`config.mk`:
```
export PLATFORM = sky130hd
export DESIGN_NAME = tcp_segment_parse_checksum_flat
export DESIGN_NICKNAME = d
export VERILOG_FILES = /design/src/sv/tcpsp_pkg.sv /design/src/sv/tcpsp_seg_if.sv /design/src/sv/tcpsp_res_if.sv /design/src/sv/tcp_segment_parse_checksum.sv /design/src/sv/tcpsp_walk.sv /design/src/sv/tcpsp_finish.sv /design/src/flat_wrapper.sv
export SDC_FILE = /design/constraint.sdc
export NUM_CORES = 1
export LEC_CHECK = 0
export BUFFER_PORTS_ARGS = -buffer_cell sky130_fd_sc_hd__buf_2
export CORE_MARGIN = 2
export CORE_UTILIZATION = 40
export DETAILED_ROUTE_END_ITERATION = 12
export REMOVE_ABC_BUFFERS = 1
export SETUP_SLACK_MARGIN = 0.05
export SLEW_MARGIN = 20
export SYNTH_ARGS = -nofsm -noshare
export SYNTH_HDL_FRONTEND = slang
export SYNTH_SLANG_ARGS = --single-unit
```
`constraint.sdc`:
```
create_clock -name clk -period 21 [get_ports clk]
set_input_delay 3.15 -clock clk [delete_from_list [all_inputs] [get_ports clk]]
set_output_delay 3.15 -clock clk [all_outputs]
set_load 0.01 [all_outputs]
```
`src/sv/tcpsp_pkg.sv`:
```
// ----------------------------------------------------------------------------
// tcpsp_pkg
// Shared types and constants of the TCP segment parser and checksum block.
// ----------------------------------------------------------------------------
package tcpsp_pkg;

	localparam logic [7:0]  TCP_PROTO     = 8'h06;
	localparam logic [15:0] MIN_HDR_BYTES = 16'd20;
	localparam logic [3:0]  MIN_HDR_WORDS = 4'd5;
	localparam logic [15:0] MAX_COUNT     = 16'hFFFF;
	localparam logic [5:0]  OPT_CNT_MAX   = 6'd63;
	localparam logic [7:0]  OPT_LEN_MIN   = 8'd2;

	// result status codes
	localparam logic [1:0] ST_OK     = 2'd0;
	localparam logic [1:0] ST_SHORT  = 2'd1;
	localparam logic [1:0] ST_BADHDR = 2'd2;

	// plain sum of segment words, at most 32767 words of 16 bits
	localparam int DSUM_W = 31;
	// plain sum of the four pseudo-header address words
	localparam int PSUM_W = 18;

	typedef struct packed {
		logic [7:0]  seg_byte;
		logic        first_byte;
		logic        last_byte;
		logic [31:0] src_ip;
		logic [31:0] dst_ip;
	} seg_word_t;

	// everything the walker hands over at the last byte of a segment
	typedef struct packed {
		logic [15:0]       n;
		logic [DSUM_W-1:0] data_sum;
		logic [PSUM_W-1:0] pseudo_sum;
		logic [7:0]        hold;
		logic [31:0]       ports;
		logic [31:0]       seq_num;
		logic [31:0]       ack_num;
		logic [3:0]        header_words;
		logic [7:0]        flag_bits;
		logic [15:0]       window;
		logic [15:0]       urgent_ptr;
		logic [5:0]        option_count;
	} fin_t;

	typedef struct packed {
		logic [1:0]  status;
		logic [15:0] src_port;
		logic [15:0] dst_port;
		logic [31:0] seq_num;
		logic [31:0] ack_num;
		logic [3:0]  header_words;
		logic [7:0]  flag_bits;
		logic [15:0] window;
		logic [15:0] urgent_ptr;
		logic [5:0]  option_count;
		logic [15:0] payload_length;
		logic [15:0] computed_checksum;
	} res_t;

endpackage

```
`src/sv/tcpsp_seg_if.sv`:
```
// ----------------------------------------------------------------------------
// tcpsp_seg_if
// Byte channel into the parser: one segment byte per word plus side data.
// ----------------------------------------------------------------------------
interface tcpsp_seg_if;
	logic        valid;
	logic        ready;
	logic [7:0]  seg_byte;
	logic        first_byte;
	logic        last_byte;
	logic [31:0] src_ip;
	logic [31:0] dst_ip;

	modport source (
		output valid, seg_byte, first_byte, last_byte, src_ip, dst_ip,
		input  ready
	);
	modport sink (
		input  valid, seg_byte, first_byte, last_byte, src_ip, dst_ip,
		output ready
	);
endinterface

```
`src/sv/tcpsp_res_if.sv`:
```
// ----------------------------------------------------------------------------
// tcpsp_res_if
// Result channel of the parser: one parsed header summary per word.
// ----------------------------------------------------------------------------
interface tcpsp_res_if;
	logic        valid;
	logic        ready;
	logic [1:0]  status;
	logic [15:0] src_port;
	logic [15:0] dst_port;
	logic [31:0] seq_num;
	logic [31:0] ack_num;
	logic [3:0]  header_words;
	logic [7:0]  flag_bits;
	logic [15:0] window;
	logic [15:0] urgent_ptr;
	logic [5:0]  option_count;
	logic [15:0] payload_length;
	logic [15:0] computed_checksum;

	modport source (
		output valid, status, src_port, dst_port, seq_num, ack_num, header_words,
		       flag_bits, window, urgent_ptr, option_count, payload_length,
		       computed_checksum,
		input  ready
	);
	modport sink (
		input  valid, status, src_port, dst_port, seq_num, ack_num, header_words,
		       flag_bits, window, urgent_ptr, option_count, payload_length,
		       computed_checksum,
		output ready
	);
endinterface

```
`src/sv/tcp_segment_parse_checksum.sv`:
```
// ----------------------------------------------------------------------------
// tcp_segment_parse_checksum
// Parses a TCP segment taken one byte per word and computes its Internet
// checksum over the IPv4 pseudo-header; one result word per segment.
// ----------------------------------------------------------------------------
// Throughput: one segment byte per cycle while the result path does not stall, no gaps between segments.
// Result path: the last byte and its result pass through the input register,
//   sum/grade stage, fold stage and two-entry output buffer, in that order.
// Reset: arst_n clears all handshake and per-segment control state; the next byte
//   starts a segment with zero addresses unless it carries the first mark.
module tcp_segment_parse_checksum
	import tcpsp_pkg::*;
(
	input  logic      clk,
	input  logic      arst_n,
	tcpsp_seg_if.sink  seg,
	tcpsp_res_if.source res
);

	logic fin_valid, fin_ready;
	fin_t fin;
	logic res_valid, res_ready;
	res_t res_d;

	logic v0_q, v1_q;
	res_t d0_q, d1_q;
	logic push, pop;

	tcpsp_walk u_walk (
		.clk       (clk),
		.arst_n    (arst_n),
		.seg       (seg),
		.fin_valid (fin_valid),
		.fin_ready (fin_ready),
		.fin       (fin)
	);

	tcpsp_finish u_finish (
		.clk       (clk),
		.arst_n    (arst_n),
		.fin_valid (fin_valid),
		.fin_ready (fin_ready),
		.fin       (fin),
		.res_valid (res_valid),
		.res_ready (res_ready),
		.res       (res_d)
	);

	// two-entry output buffer: head drives the port, second entry is the skid
	assign res_ready = !v1_q;
	assign push      = res_valid && res_ready;
	assign pop       = v0_q && res.ready;

	always_ff @(posedge clk or negedge arst_n) begin
		if (!arst_n) begin
			v0_q <= 1'b0;
			v1_q <= 1'b0;
		end else if (pop) begin
			if (v1_q) begin
				v1_q <= push;
			end else begin
				v0_q <= push;
			end
		end else if (push) begin
			if (v0_q) begin
				v1_q <= 1'b1;
			end else begin
				v0_q <= 1'b1;
			end
		end
	end

	always_ff @(posedge clk) begin
		if (pop) begin
			if (v1_q) begin
				d0_q <= d1_q;
				if (push) begin
					d1_q <= res_d;
				end
			end else if (push) begin
				d0_q <= res_d;
			end
		end else if (push) begin
			if (v0_q) begin
				d1_q <= res_d;
			end else begin
				d0_q <= res_d;
			end
		end
	end

	assign res.valid             = v0_q;
	assign res.status            = d0_q.status;
	assign res.src_port          = d0_q.src_port;
	assign res.dst_port          = d0_q.dst_port;
	assign res.seq_num           = d0_q.seq_num;
	assign res.ack_num           = d0_q.ack_num;
	assign res.header_words      = d0_q.header_words;
	assign res.flag_bits         = d0_q.flag_bits;
	assign res.window            = d0_q.window;
	assign res.urgent_ptr        = d0_q.urgent_ptr;
	assign res.option_count      = d0_q.option_count;
	assign res.payload_length    = d0_q.payload_length;
	assign res.computed_checksum = d0_q.computed_checksum;

`ifndef NO_ASSERTIONS
	a_skid_needs_head: assert property (@(posedge clk) disable iff (!arst_n)
		v1_q |-> v0_q)
		else $error("output skid entry held without a head entry");

	a_short_zero: assert property (@(posedge clk) disable iff (!arst_n)
		res.valid && res.status == ST_SHORT |->
			res.computed_checksum == 16'h0000 && res.src_port == 16'h0000 &&
			res.header_words == 4'd0)
		else $error("short segment result carries nonzero fields");

	a_err_no_opts: assert property (@(posedge clk) disable iff (!arst_n)
		res.valid && res.status != ST_OK |->
			res.option_count == 6'd0 && res.payload_length == 16'h0000)
		else $error("failed segment reports options or payload");

	a_ok_hdr_len: assert property (@(posedge clk) disable iff (!arst_n)
		res.valid && res.status == ST_OK |-> res.header_words >= MIN_HDR_WORDS)
		else $error("accepted segment with header below minimum");

	a_full_holds: assert property (@(posedge clk) disable iff (!arst_n)
		v1_q && !res.ready |=> v1_q && v0_q)
		else $error("buffered result lost while stalled");
`endif

endmodule

```
`src/sv/tcpsp_walk.sv`:
```
// ----------------------------------------------------------------------------
// tcpsp_walk
// Input register and per-byte segment state: header capture, option walk
// and the running word sum. Hands a summary over at the last byte.
// ----------------------------------------------------------------------------
module tcpsp_walk
	import tcpsp_pkg::*;
(
	input  logic          clk,
	input  logic          arst_n,
	tcpsp_seg_if.sink     seg,
	output logic          fin_valid,
	input  logic          fin_ready,
	output fin_t          fin
);

	logic      v_s1;
	seg_word_t w_s1;
	logic      take;

	// per-segment control state
	logic [15:0]       idx_q;
	logic [DSUM_W-1:0] dsum_q;
	logic [PSUM_W-1:0] psum_q;
	logic [7:0]        obl_q;
	logic              owl_q;
	logic [5:0]        ocnt_q;

	// captured header bytes
	logic [7:0]  hold_q;
	logic [31:0] port_q;
	logic [31:0] seq_q;
	logic [31:0] ack_q;
	logic [3:0]  hw_q;
	logic [7:0]  flags_q;
	logic [15:0] win_q;
	logic [15:0] urg_q;

	logic [15:0]       idx, idx_n;
	logic [DSUM_W-1:0] dsum, dsum_n;
	logic [PSUM_W-1:0] psum;
	logic [7:0]        obl, obl_n;
	logic              owl, owl_n;
	logic [5:0]        ocnt, ocnt_n;
	logic [7:0]        hold_n;
	logic [31:0]       port_n, seq_n, ack_n;
	logic [3:0]        hw_n;
	logic [7:0]        flags_n;
	logic [15:0]       win_n, urg_n;
	logic              taken;
	logic              opt_area;
	logic [7:0]        b;

	assign take      = v_s1 && (!w_s1.last_byte || fin_ready);
	assign seg.ready = !v_s1 || take;
	assign fin_valid = v_s1 && w_s1.last_byte;

	always_ff @(posedge clk or negedge arst_n) begin
		if (!arst_n) begin
			v_s1 <= 1'b0;
		end else if (seg.ready) begin
			v_s1 <= seg.valid;
		end
	end

	always_ff @(posedge clk) begin
		if (seg.valid && seg.ready) begin
			w_s1.seg_byte   <= seg.seg_byte;
			w_s1.first_byte <= seg.first_byte;
			w_s1.last_byte  <= seg.last_byte;
			w_s1.src_ip     <= seg.src_ip;
			w_s1.dst_ip     <= seg.dst_ip;
		end
	end

	// a first mark starts from cleared state with the new addresses
	assign b    = w_s1.seg_byte;
	assign idx  = w_s1.first_byte ? '0 : idx_q;
	assign dsum = w_s1.first_byte ? '0 : dsum_q;
	assign obl  = w_s1.first_byte ? '0 : obl_q;
	assign owl  = w_s1.first_byte ? 1'b0 : owl_q;
	assign ocnt = w_s1.first_byte ? '0 : ocnt_q;
	assign psum = w_s1.first_byte ?
		PSUM_W'(w_s1.src_ip[31:16]) + PSUM_W'(w_s1.src_ip[15:0]) +
		PSUM_W'(w_s1.dst_ip[31:16]) + PSUM_W'(w_s1.dst_ip[15:0]) : psum_q;

	// bytes past the counter limit are dropped
	assign taken    = idx != MAX_COUNT;
	assign opt_area = taken && idx >= MIN_HDR_BYTES && idx < {10'd0, hw_q, 2'b00};

	always_comb begin
		idx_n   = taken ? idx + 16'd1 : idx;
		dsum_n  = dsum;
		hold_n  = hold_q;
		port_n  = port_q;
		seq_n   = seq_q;
		ack_n   = ack_q;
		hw_n    = hw_q;
		flags_n = flags_q;
		win_n   = win_q;
		urg_n   = urg_q;
		obl_n   = obl;
		owl_n   = owl;
		ocnt_n  = ocnt;
		if (taken) begin
			if (idx[0]) begin
				dsum_n = dsum + DSUM_W'({hold_q, b});
			end else begin
				hold_n = b;
			end
			case (idx)
				16'd0:   port_n[31:24] = b;
				16'd1:   port_n[23:16] = b;
				16'd2:   port_n[15:8]  = b;
				16'd3:   port_n[7:0]   = b;
				16'd4:   seq_n[31:24]  = b;
				16'd5:   seq_n[23:16]  = b;
				16'd6:   seq_n[15:8]   = b;
				16'd7:   seq_n[7:0]    = b;
				16'd8:   ack_n[31:24]  = b;
				16'd9:   ack_n[23:16]  = b;
				16'd10:  ack_n[15:8]   = b;
				16'd11:  ack_n[7:0]    = b;
				16'd12:  hw_n          = b[7:4];
				16'd13:  flags_n       = b;
				16'd14:  win_n[15:8]   = b;
				16'd15:  win_n[7:0]    = b;
				16'd18:  urg_n[15:8]   = b;
				16'd19:  urg_n[7:0]    = b;
				default: ;
			endcase
		end
		if (opt_area) begin
			if (owl) begin
				obl_n = (b < OPT_LEN_MIN) ? 8'd0 : b - OPT_LEN_MIN;
				owl_n = 1'b0;
			end else if (obl != 8'd0) begin
				obl_n = obl - 8'd1;
			end else begin
				if (ocnt != OPT_CNT_MAX) begin
					ocnt_n = ocnt + 6'd1;
				end
				// end of list and no-op carry no length byte
				if (b > 8'd1) begin
					owl_n = 1'b1;
				end
			end
		end
	end

	always_ff @(posedge clk or negedge arst_n) begin
		if (!arst_n) begin
			idx_q  <= '0;
			dsum_q <= '0;
			psum_q <= '0;
			obl_q  <= '0;
			owl_q  <= 1'b0;
			ocnt_q <= '0;
		end else if (take) begin
			if (w_s1.last_byte) begin
				idx_q  <= '0;
				dsum_q <= '0;
				psum_q <= '0;
				obl_q  <= '0;
				owl_q  <= 1'b0;
				ocnt_q <= '0;
			end else begin
				idx_q  <= idx_n;
				dsum_q <= dsum_n;
				psum_q <= psum;
				obl_q  <= obl_n;
				owl_q  <= owl_n;
				ocnt_q <= ocnt_n;
			end
		end
	end

	always_ff @(posedge clk) begin
		if (take) begin
			hold_q  <= hold_n;
			port_q  <= port_n;
			seq_q   <= seq_n;
			ack_q   <= ack_n;
			hw_q    <= hw_n;
			flags_q <= flags_n;
			win_q   <= win_n;
			urg_q   <= urg_n;
		end
	end

	always_comb begin
		fin.n            = idx_n;
		fin.data_sum     = dsum_n;
		fin.pseudo_sum   = psum;
		fin.hold         = hold_n;
		fin.ports        = port_n;
		fin.seq_num      = seq_n;
		fin.ack_num      = ack_n;
		fin.header_words = hw_n;
		fin.flag_bits    = flags_n;
		fin.window       = win_n;
		fin.urgent_ptr   = urg_n;
		fin.option_count = ocnt_n;
	end

endmodule

```
`src/sv/tcpsp_finish.sv`:
```
// ----------------------------------------------------------------------------
// tcpsp_finish
// Two-stage result path: adds pseudo-header, tail and length to the word
// sum and grades the header, then folds the sum into the checksum.
// ----------------------------------------------------------------------------
module tcpsp_finish
	import tcpsp_pkg::*;
(
	input  logic clk,
	input  logic arst_n,
	input  logic fin_valid,
	output logic fin_ready,
	input  fin_t fin,
	output logic res_valid,
	input  logic res_ready,
	output res_t res
);

	logic        v_s2, v_s3;
	fin_t        f_s2;
	res_t        r_s3;
	logic [31:0] total_s3;
	logic        short_s3;
	logic        rdy3;

	logic [15:0] tail;
	logic [17:0] extra;
	logic [31:0] total;
	logic [15:0] hw4;
	logic        short_seg, bad_hdr;
	res_t        r;
	logic [16:0] fold1;
	logic [15:0] fold2;

	assign rdy3      = !v_s3 || res_ready;
	assign fin_ready = !v_s2 || rdy3;

	always_ff @(posedge clk or negedge arst_n) begin
		if (!arst_n) begin
			v_s2 <= 1'b0;
			v_s3 <= 1'b0;
		end else begin
			if (fin_ready) begin
				v_s2 <= fin_valid;
			end
			if (rdy3) begin
				v_s3 <= v_s2;
			end
		end
	end

	// odd length: the held byte is the high half of a zero-padded word
	assign tail      = f_s2.n[0] ? {f_s2.hold, 8'h00} : 16'h0000;
	assign extra     = {2'b00, f_s2.n} + {2'b00, tail} + {10'd0, TCP_PROTO};
	assign total     = {1'b0, f_s2.data_sum} + 32'(f_s2.pseudo_sum) + 32'(extra);
	assign hw4       = {10'd0, f_s2.header_words, 2'b00};
	assign short_seg = f_s2.n < MIN_HDR_BYTES;
	assign bad_hdr   = f_s2.header_words < MIN_HDR_WORDS || hw4 > f_s2.n;

	always_comb begin
		r = '0;
		if (short_seg) begin
			r.status = ST_SHORT;
		end else begin
			r.status       = bad_hdr ? ST_BADHDR : ST_OK;
			r.src_port     = f_s2.ports[31:16];
			r.dst_port     = f_s2.ports[15:0];
			r.seq_num      = f_s2.seq_num;
			r.ack_num      = f_s2.ack_num;
			r.header_words = f_s2.header_words;
			r.flag_bits    = f_s2.flag_bits;
			r.window       = f_s2.window;
			r.urgent_ptr   = f_s2.urgent_ptr;
			if (!bad_hdr) begin
				r.option_count   = f_s2.option_count;
				r.payload_length = f_s2.n - hw4;
			end
		end
	end

	always_ff @(posedge clk) begin
		if (fin_valid && fin_ready) begin
			f_s2 <= fin;
		end
		if (v_s2 && rdy3) begin
			r_s3     <= r;
			total_s3 <= total;
			short_s3 <= short_seg;
		end
	end

	// end-around carry fold; the total always holds the protocol word, so never 0
	assign fold1 = {1'b0, total_s3[31:16]} + {1'b0, total_s3[15:0]};
	assign fold2 = fold1[15:0] + {15'd0, fold1[16]};

	always_comb begin
		res                   = r_s3;
		res.computed_checksum = short_s3 ? 16'h0000 : ~fold2;
	end

	assign res_valid = v_s3;

endmodule
```
`src/flat_wrapper.sv`:
```
// flat-port wrapper written by rule: the top's interface ports become plain ports
module tcp_segment_parse_checksum_flat import tcpsp_pkg::*;
  (clk, arst_n, seg_valid, seg_seg_byte, seg_first_byte, seg_last_byte, seg_src_ip, seg_dst_ip, seg_ready, res_valid, res_status, res_src_port, res_dst_port, res_seq_num, res_ack_num, res_header_words, res_flag_bits, res_window, res_urgent_ptr, res_option_count, res_payload_length, res_computed_checksum, res_ready);
  tcpsp_seg_if seg_i ();
  tcpsp_res_if res_i ();
  input  logic clk;
  input  logic arst_n;
  input wire logic [$bits(seg_i.valid)-1:0] seg_valid;
  input wire logic [$bits(seg_i.seg_byte)-1:0] seg_seg_byte;
  input wire logic [$bits(seg_i.first_byte)-1:0] seg_first_byte;
  input wire logic [$bits(seg_i.last_byte)-1:0] seg_last_byte;
  input wire logic [$bits(seg_i.src_ip)-1:0] seg_src_ip;
  input wire logic [$bits(seg_i.dst_ip)-1:0] seg_dst_ip;
  output wire logic [$bits(seg_i.ready)-1:0] seg_ready;
  output wire logic [$bits(res_i.valid)-1:0] res_valid;
  output wire logic [$bits(res_i.status)-1:0] res_status;
  output wire logic [$bits(res_i.src_port)-1:0] res_src_port;
  output wire logic [$bits(res_i.dst_port)-1:0] res_dst_port;
  output wire logic [$bits(res_i.seq_num)-1:0] res_seq_num;
  output wire logic [$bits(res_i.ack_num)-1:0] res_ack_num;
  output wire logic [$bits(res_i.header_words)-1:0] res_header_words;
  output wire logic [$bits(res_i.flag_bits)-1:0] res_flag_bits;
  output wire logic [$bits(res_i.window)-1:0] res_window;
  output wire logic [$bits(res_i.urgent_ptr)-1:0] res_urgent_ptr;
  output wire logic [$bits(res_i.option_count)-1:0] res_option_count;
  output wire logic [$bits(res_i.payload_length)-1:0] res_payload_length;
  output wire logic [$bits(res_i.computed_checksum)-1:0] res_computed_checksum;
  input wire logic [$bits(res_i.ready)-1:0] res_ready;
  assign seg_i.valid = seg_valid;
  assign seg_i.seg_byte = seg_seg_byte;
  assign seg_i.first_byte = seg_first_byte;
  assign seg_i.last_byte = seg_last_byte;
  assign seg_i.src_ip = seg_src_ip;
  assign seg_i.dst_ip = seg_dst_ip;
  assign seg_ready = seg_i.ready;
  assign res_valid = res_i.valid;
  assign res_status = res_i.status;
  assign res_src_port = res_i.src_port;
  assign res_dst_port = res_i.dst_port;
  assign res_seq_num = res_i.seq_num;
  assign res_ack_num = res_i.ack_num;
  assign res_header_words = res_i.header_words;
  assign res_flag_bits = res_i.flag_bits;
  assign res_window = res_i.window;
  assign res_urgent_ptr = res_i.urgent_ptr;
  assign res_option_count = res_i.option_count;
  assign res_payload_length = res_i.payload_length;
  assign res_computed_checksum = res_i.computed_checksum;
  assign res_i.ready = res_ready;
  tcp_segment_parse_checksum u_core (.clk(clk), .arst_n(arst_n), .seg(seg_i), .res(res_i));
endmodule
```
==> results.yml <==
place:
  dp_hpwl_mm: 65.1
  portBuffers: 259
  gp_routability_congestion: 0.837
  numPlacedInstances: 5182
layout:
  mostFrequentLayoutCells: "998 x edfxtp_1, 748 x nand2_1, 258 x buf_2"
  layout_commonest_cell: "edfxtp_1"
  regArea_sq_mm: 0.0321
  drive_gt1_share_pct: 14.9
  final_cells: 5387
  final_net_count: 4002
  fillers: 10300
  multi_input_area_sq_mm: 0.0132
  area_delta_synth_final_pct: 14.2
synth:
  synth_xor_area_share_pct: 1.99
  synth-compound-area-share_pct: 6.26
  synth_simple_gate_area_share_pct: 12.4
  yosys_most_used_dff: "edfxtp_1"
  ys_ff_latch: 1083
  synth_area_per_cell_sq_um: 13.3
  syn_inst: 3507
  syn_area_sq_mm: 0.0466
  synth_top_family_by_area: "simple AND/OR/NAND/NOR gates"
  yosysUniqueCellTypes: 82
  ys_async_sr_fraction_pct: 7.85
  synth_adder_area_share_pct: 5.12
  yosysWarnings: 0
  muxShareOfSynthArea_pct: 2.50
  synth-edff-count: 998
  seq_area_frac_synth_pct: 68.9
global_route:
  grt_use_total_pct: 16.8
  grt_pass1_wl_mm: 157
  overflow: 0
  grt_start_max_net_pins: 134
  grt_pass1_vias: 26700
  antenna_found_initial: 0
hold_path:
  whs_endpoint: "u_core.d1_q[72]"
  min_from: "u_core.u_finish.res[72]"
  hold-path-cell-count: 0
  hold_path_class: "register to register"
sta:
  setup_tns_ns: 0
  hold_viol: 0
  slew_headroom_pct: 27.9
  whs_ns: 0.441
  drv_slew: 0
  finalClockSkew_ns: 0.0430
  min_period_ns: 5.53
  rsz0062_at_grt: "false"
  tightest_slew_ns: 1.08
  finalSetupViolations: 0
  post-route-period-util_pct: 26.4
  fmax_mhz: 181
critical_path:
  reg2reg_depth: 12
  crit_required_ns: 21.33
  crit_top_cell: "buf_4"
  cp_cell_sequence: "buf_2 -> inv_1 -> a22oi_2 -> buf_4 -> buf_4 -> buf_4"
  rrSetupSlack_ns: 15.99
  slowest_delay_ns: 0.78
  startpoint_type: "input port"
  critical_path_class: "input port to register"
  r2r_end: "u_core.u_finish.f_s2[188]"
  crit_family: "buffers and inverters"
  path_buf_inv: 5
  arrival_ns: 5.86
  r2r_start: "u_core.u_walk.w_s1[65]"
  slowest_stage: "buf_4"
  crit_fanout: 70
  endpoint_kind: "register"
cts:
  cts_tree: "yes"
  clock_sinks: 1083
  cts_hold_buf: 0
  post_cts_buffers: 0
  root_buffer: "clkbuf_16"
  insertion_delay_ns: 0.72
  cts_max_level: 3
  path_clk_slew_ns: 0.06
  post_cts_resized: 0
  clk_path_buf_depth: 3
  cts_buffers: 112
power_and_ir_drop:
  power.leakage_nw: 20.7
  p_int_mw: 4.40
  peakVddDrop_uv: 68.6
  p_per_area_mw_per_mm2: 116
  clkPwrFrac_pct: 31.1
  sequentialPowerShare_pct: 48.3
  power_frac_comb_pct: 20.6
  switching_share_pct: 29.0
  p_switching_mw: 1.80
detailed_routing:
  vias: 27000
  first_iter_violations: 1906
  vias_per_cell: 5.01
  drt_wl_total_mm: 101
  drtPass1Iterations: 5
  avgRoutedWirePerCell_um: 18.7
  antenna_left: 0
  remaining_drc_errors: 0
floorplan:
  ios: 260
  core_area_sq_mm: 0.116
  start_util_pct: 40.2
  die_y_um: 345
  rows: 125
  die_w_um: 345
  dieArea_sq_mm: 0.119
run_status:
  outcome: "finished clean"
flow_run:
  cap_violations: 0
## worst register-to-register path, cell delays in order (launching register included)
cell and delay [ns]:
edfxtp_1 0.32, buf_4 0.41, buf_4 0.66, nor2b_1 0.17
ha_1 0.25, fa_1 0.47, nor3b_1 0.20, a2bb2oi_1 0.15
o31ai_1 0.45, a21oi_1 0.26, o41ai_4 0.94, o21ai_0 0.30
o31ai_1 0.19
## kinds of logic after synthesis
group | Yosys count
xor gates and xnor gates | 106
DFF | 1083
adders and majority gates | 155
buffers and inverters | 348
AOI/OAI and AO/OA | 436
muxes | 104
and+or+nand+nor | 1275
## worst max path at each step
stage,startpoint,slack (ns),cells after the start,end
after CTS,res_ready,15.44,5,u_core.d1_q[104]
final,res_ready,15.47,6,u_core.res.ack_num[2]
after global routing,res_ready,15.27,6,u_core.res.ack_num[6]
after detailed placement,res_ready,14.68,5,u_core.d1_q[92]
after global placement,res_ready,14.77,5,u_core.d1_q[96]
after floorplan,res_ready,3.97,1,u_core.d1_q[0]
## Yosys cell counts, types with 33 or more instances
library cell | number | share of area (%)
clkbuf_1 | 127 | 1.0
nand2_1 | 749 | 6.0
a21o_1 | 33 | 0.53
o21ai_0 | 142 | 1.5
inv_1 | 199 | 1.6
xor2_1 | 42 | 0.79
dfrtp_1 | 85 | 4.6
edfxtp_1 | 998 | 64
fa_1 | 60 | 2.6
nand3_1 | 46 | 0.49
mux2_2 | 97 | 2.3
xnor2_1 | 64 | 1.2
nor3_1 | 35 | 0.38
a21oi_1 | 67 | 0.72
nor2_1 | 122 | 0.98
ha_1 | 92 | 2.5
nor2b_1 | 175 | 2.4
## final cells by class
class                           instances  share of cell area [%]
Multi-Input combinational cell       2076                    24.9
Clock buffer                          139                    5.50
Antenna cell                            1                 0.00471
Sequential cell                      1083                    60.4
Inverter                              202                    1.44
Tap cell                             1524                    3.59
Clock inverter                         65                    1.20
Timing Repair Buffer                  297                    3.01
## stage by stage
| step | setup WS, ns | util, % | area, sq um | total power, mW |
|---|---|---|---|---|
| after floorplan | 3.97 | - | 46000 | 3.98 |
| after detailed placement | 14.68 | 42.8 | 49600 | 4.35 |
| final | 15.47 | 45.9 | 53200 | 6.19 |
| after global routing | 15.27 | 45.9 | 53200 | 6.51 |
| after global placement | 14.77 | 42.8 | 49600 | 4.32 |
| after CTS | 15.44 | 45.9 | 53200 | 6.28 |
## metal layers
layer	global-route usage, %	vias up	part of all wire, %
met4	4.65	0	2.2
li1	-	13000	-
met2	28.8	581	49
met5	0	-	0
met1	22.5	13300	44
met3	2.27	158	4.0
## sequential cells by signal, summed over array words and instances (netlist names), 18 cells and up
register,cells
u_core.u_finish.f_s2,219
u_core.d1_q,180
u_core.u_finish.res,164
u_core.u_walk.w_s1,66
u_core.res.ack_num,32
u_core.res.seq_num,32
u_core.u_finish.total_s3,32
u_core.u_walk.ack_q,32
u_core.u_walk.port_q,32
u_core.u_walk.seq_q,32
u_core.u_walk.dsum_q,31
u_core.u_walk.psum_q,18
## power groups by stage
stage	Clock [mW]	Sequential, mW	Combinational (mW)
2_1_floorplan	0	3.19	0.790
3_3_place_gp	0	3.04	1.28
3_5_place_dp	0	3.05	1.30
4_1_cts	1.97	3.00	1.31
5_1_grt	2.05	3.03	1.44
6_report	1.92	2.99	1.28
No activity file was read; power rests on OpenSTA's default activity.
